### config.mk
export PLATFORM = sky130hd
export DESIGN_NAME = lbf_mul
export DESIGN_NICKNAME = d
export VERILOG_FILES = /design/src/sv/lbf_mul.sv
export SDC_FILE = /design/constraint.sdc
export NUM_CORES = 2
export LEC_CHECK = 0
export ABC_AREA = 1
export BUFFER_PORTS_ARGS = -buffer_cell sky130_fd_sc_hd__buf_2
export CORE_ASPECT_RATIO = 0.8
export CORE_MARGIN = 2
export CORE_UTILIZATION = 50
export DETAILED_ROUTE_END_ITERATION = 10
export PLACE_DENSITY = 0.76
export SLEW_MARGIN = 20
export SYNTH_ARGS = -nofsm -noshare
export SYNTH_HDL_FRONTEND = slang
export SYNTH_SLANG_ARGS = --single-unit
### constraint.sdc
create_clock -name i_clk -period 15.55 [get_ports i_clk]
set_clock_uncertainty 0.1 [all_clocks]
set_input_delay 1.555 -clock i_clk [delete_from_list [all_inputs] [get_ports i_clk]]
set_output_delay 1.555 -clock i_clk [all_outputs]
set_load 0.01 [all_outputs]
### src/sv/lbf_mul.sv
// signed multiplier built from 33x33 partial products, two register stages
module lbf_mul #(
    parameter int AW = 32,
    parameter int BW = 32
) (
    input  logic                     i_clk,
    input  logic                     i_en,
    input  logic signed [AW-1:0]     i_a,
    input  logic signed [BW-1:0]     i_b,
    output logic signed [AW+BW-1:0]  o_p
);
    localparam int NA = (AW + 31) / 32;
    localparam int NB = (BW + 31) / 32;
    localparam int AX = NA * 32;
    localparam int BX = NB * 32;
    localparam int PW = AW + BW;

    logic signed [AX-1:0]  w_ax;
    logic signed [BX-1:0]  w_bx;
    logic signed [32:0]    w_ca [NA];
    logic signed [32:0]    w_cb [NB];
    logic signed [65:0]    r_pp [NA][NB];
    logic signed [PW-1:0]  n_p;
    logic signed [PW-1:0]  r_p;

    assign w_ax = AX'(i_a);
    assign w_bx = BX'(i_b);

    // low chunks are unsigned, the top chunk carries the sign
    always_comb begin
        for (int ia = 0; ia < NA; ia++) begin
            w_ca[ia] = {1'b0, w_ax[32*ia +: 32]};
        end
        w_ca[NA-1] = {w_ax[AX-1], w_ax[AX-1 -: 32]};
        for (int ib = 0; ib < NB; ib++) begin
            w_cb[ib] = {1'b0, w_bx[32*ib +: 32]};
        end
        w_cb[NB-1] = {w_bx[BX-1], w_bx[BX-1 -: 32]};
    end

    always_ff @(posedge i_clk) begin
        if (i_en) begin
            for (int ia = 0; ia < NA; ia++) begin
                for (int ib = 0; ib < NB; ib++) begin
                    r_pp[ia][ib] <= w_ca[ia] * w_cb[ib];
                end
            end
        end
    end

    always_comb begin
        n_p = '0;
        for (int ia = 0; ia < NA; ia++) begin
            for (int ib = 0; ib < NB; ib++) begin
                n_p = n_p + (PW'(r_pp[ia][ib]) <<< (32 * (ia + ib)));
            end
        end
    end

    always_ff @(posedge i_clk) begin
        if (i_en) begin
            r_p <= n_p;
        end
    end

    assign o_p = r_p;

endmodule

==> impl_metrics.ini <==
[worst_setup_path]
reg2reg_from = r_pp[0][50]
path_buf_inv = 9
max_stage_delay_ns = 0.90
crit_fanout = 32
crit_path_start_kind = input port
crit_arrival_ns = 9.49
rrSetupSlack_ns = 14.70
cp_slowest_cell = fa_1
end_kind = register
crit_required_ns = 15.63
worstReg2RegEnd = o_p[50]
reg2regPathDepth = 0
critPathKind = in -> reg
path_delay_family = adder cells

[clock_network]
cts_buffer_depth = 2
post_cts_resize_count = 0
cts_tree = done
ctsHoldBuffers = 0
clkLatencyLatePin_ns = 0.42
cts_setup_buffers = 0
cts_sinks = 128
h-tree-depth = 4
clk_pin_slew_worst_paths_ns = 0.06
cts_made_buffers = 17
root_buffer = clkbuf_16

[floorplan]
row_count = 95
start_util_pct = 50.6
die_area_mm2 = 0.0876
die_h_um = 265
io_pins = 130
core_mm2 = 0.0842
die_w_um = 330

[grt]
gr-total-overflow = 0
first_global_vias = 34900
grt_pass1_wl_um = 189000
grtUsageTotal_pct = 28.0
antenna_found_initial = 6
grt_start_max_net_pins = 82

[placed_design]
gp_congestion = 0.972
place_ws_ns = 5.73
dpl_cell_area_mm2 = 0.0441
dp_hpwl_um = 92500
portBuffers = 129

[drt]
drt_iter0_drc = 2764
remaining_drc_errors = 0
drt_first_pass_iters = 5
avgRoutedWirePerCell_um = 18.4
vias_per_cell = 5.09
ant_nets = 0
via_count = 31900
wl_um = 116000

[sta]
period_share_pct = 60.6
min_period_ns = 9.42
fin_hold_ws_ns = 0.317
rsz0062_at_grt = false
finalHoldViolations = 0
fmax_mhz = 106
worst_slack_ns = 6.13
maxSlewHeadroom_pct = 22.8
worstMarginPinSlew_ns = 1.16
slew_viol_final = 0
finalSetupViolCount = 0
tns_ns = 0

[synthesis]
synth.yosys.seq_area_share_pct = 9.02
yosys_warnings = 0
synth_area_mm2 = 0.0426
syn_avg_cell_area_um2 = 8.26
syn-num-nets = 6495
synth-seq-cells = 128
synth.distinct_cells = 29
synth_cells = 5163

[layout]
fin_nets = 6466
syn_to_final_growth_pct = 4.84
layout-drive-gt1-share_pct = 4.33
stdcell_area_mm2 = 0.0447

[min_path]
min_path_type = reg -> reg
hold_depth = 0
min_to = o_p[6]
min-delay-start = r_pp[0][6]

[run]
maxCapViolCount = 0

[status]
status = completed
cell families (layout without fill, tap and decap cells):
logic type               Yosys count  count (layout)  share of synthesized area [%]
AO/OA/AOI/OAI                     92              92                           1.17
XOR/XNOR                          38              38                          0.781
adder cells (fa/ha/maj)         1266            1266                           56.2
buffers and inverters           1883            1866                           16.6
flip-flops                       128             128                           9.02
other                              0               5                              0
AND/OR/NAND/NOR                 1756            1756                           16.2
synthesized netlist by cell type, drive strengths merged:
cell | n | area [um2]
and3 | 1 | 6.26
o21bai | 12 | 90.1
nand3 | 76 | 410
xor2 | 32 | 280
clkbuf | 192 | 721
nand4 | 12 | 75.1
ha | 184 | 2300
o21ai | 19 | 95.1
a21oi | 60 | 308
xnor2 | 6 | 52.6
inv | 1691 | 6350
nor4 | 5 | 50.1
nor2 | 135 | 552
nand2 | 1506 | 5680
a21boi | 1 | 7.51
or2 | 7 | 43.8
and2 | 2 | 12.5
fa | 1082 | 21700
nand3b | 4 | 30.0
edfxtp | 128 | 3840
nor3 | 8 | 50.1
worst max-delay path by stage:
stage,start,end,slack [ns],cells after the start
CTS,i_a[31],r_pp[0][61],6.17,27
floorplan,i_a[31],r_pp[0][62],7.09,25
detailed placement,i_a[31],r_pp[0][61],5.73,27
global route,i_a[31],r_pp[0][61],5.63,27
global placement,i_a[31],r_pp[0][61],5.89,28
finish,i_a[31],r_pp[0][61],6.13,27
state kept, by name (all words and copies together) (netlist names):
name,cells
r_pp,64
o_p,64
final cells by class:
| cell class | count | area, um2 |
|---|---|---|
| fill | 7615 | 39500 |
| multi-input combinational | 3152 | 31700 |
| inverter | 1691 | 6350 |
| sequential | 128 | 3840 |
| tap | 1115 | 1400 |
| timing repair buffer | 144 | 761 |
| clock buffer | 17 | 425 |
| clock inverter | 14 | 191 |
| antenna | 5 | 12.5 |
cells in the final DEF (no fill, tap or decap), drive strengths merged, types with 7 or more instances in the layout:
master  count
ha        184
nand4      12
or2         7
clkbuf     17
fa       1082
nor2      135
edfxtp    128
o21bai     12
nor3        8
o21ai      19
nand3      76
buf       144
nand2    1506
inv      1692
xor2       32
a21oi      60
metal layers:
| metal | vias up | global-route usage (%) | share of wire [%] |
|---|---|---|---|
| li1 | 14100 | - | - |
| met1 | 15900 | 37.9 | 40 |
| met2 | 1610 | 45.1 | 46 |
| met3 | 261 | 5.75 | 10 |
| met4 | 2 | 9.53 | 3.8 |
| met5 | - | 0 | 0.010 |
stage by stage:
step,instances,utilization [%]
after global routing,6265,53.1
after floorplan,5163,-
final,6266,53.1
after global placement,6230,52.4
after detailed placement,6230,52.4
after CTS,6261,53.1
Power is not shown: default switching activity piles up to over one toggle a cycle in this logic, so the estimate is an artifact.
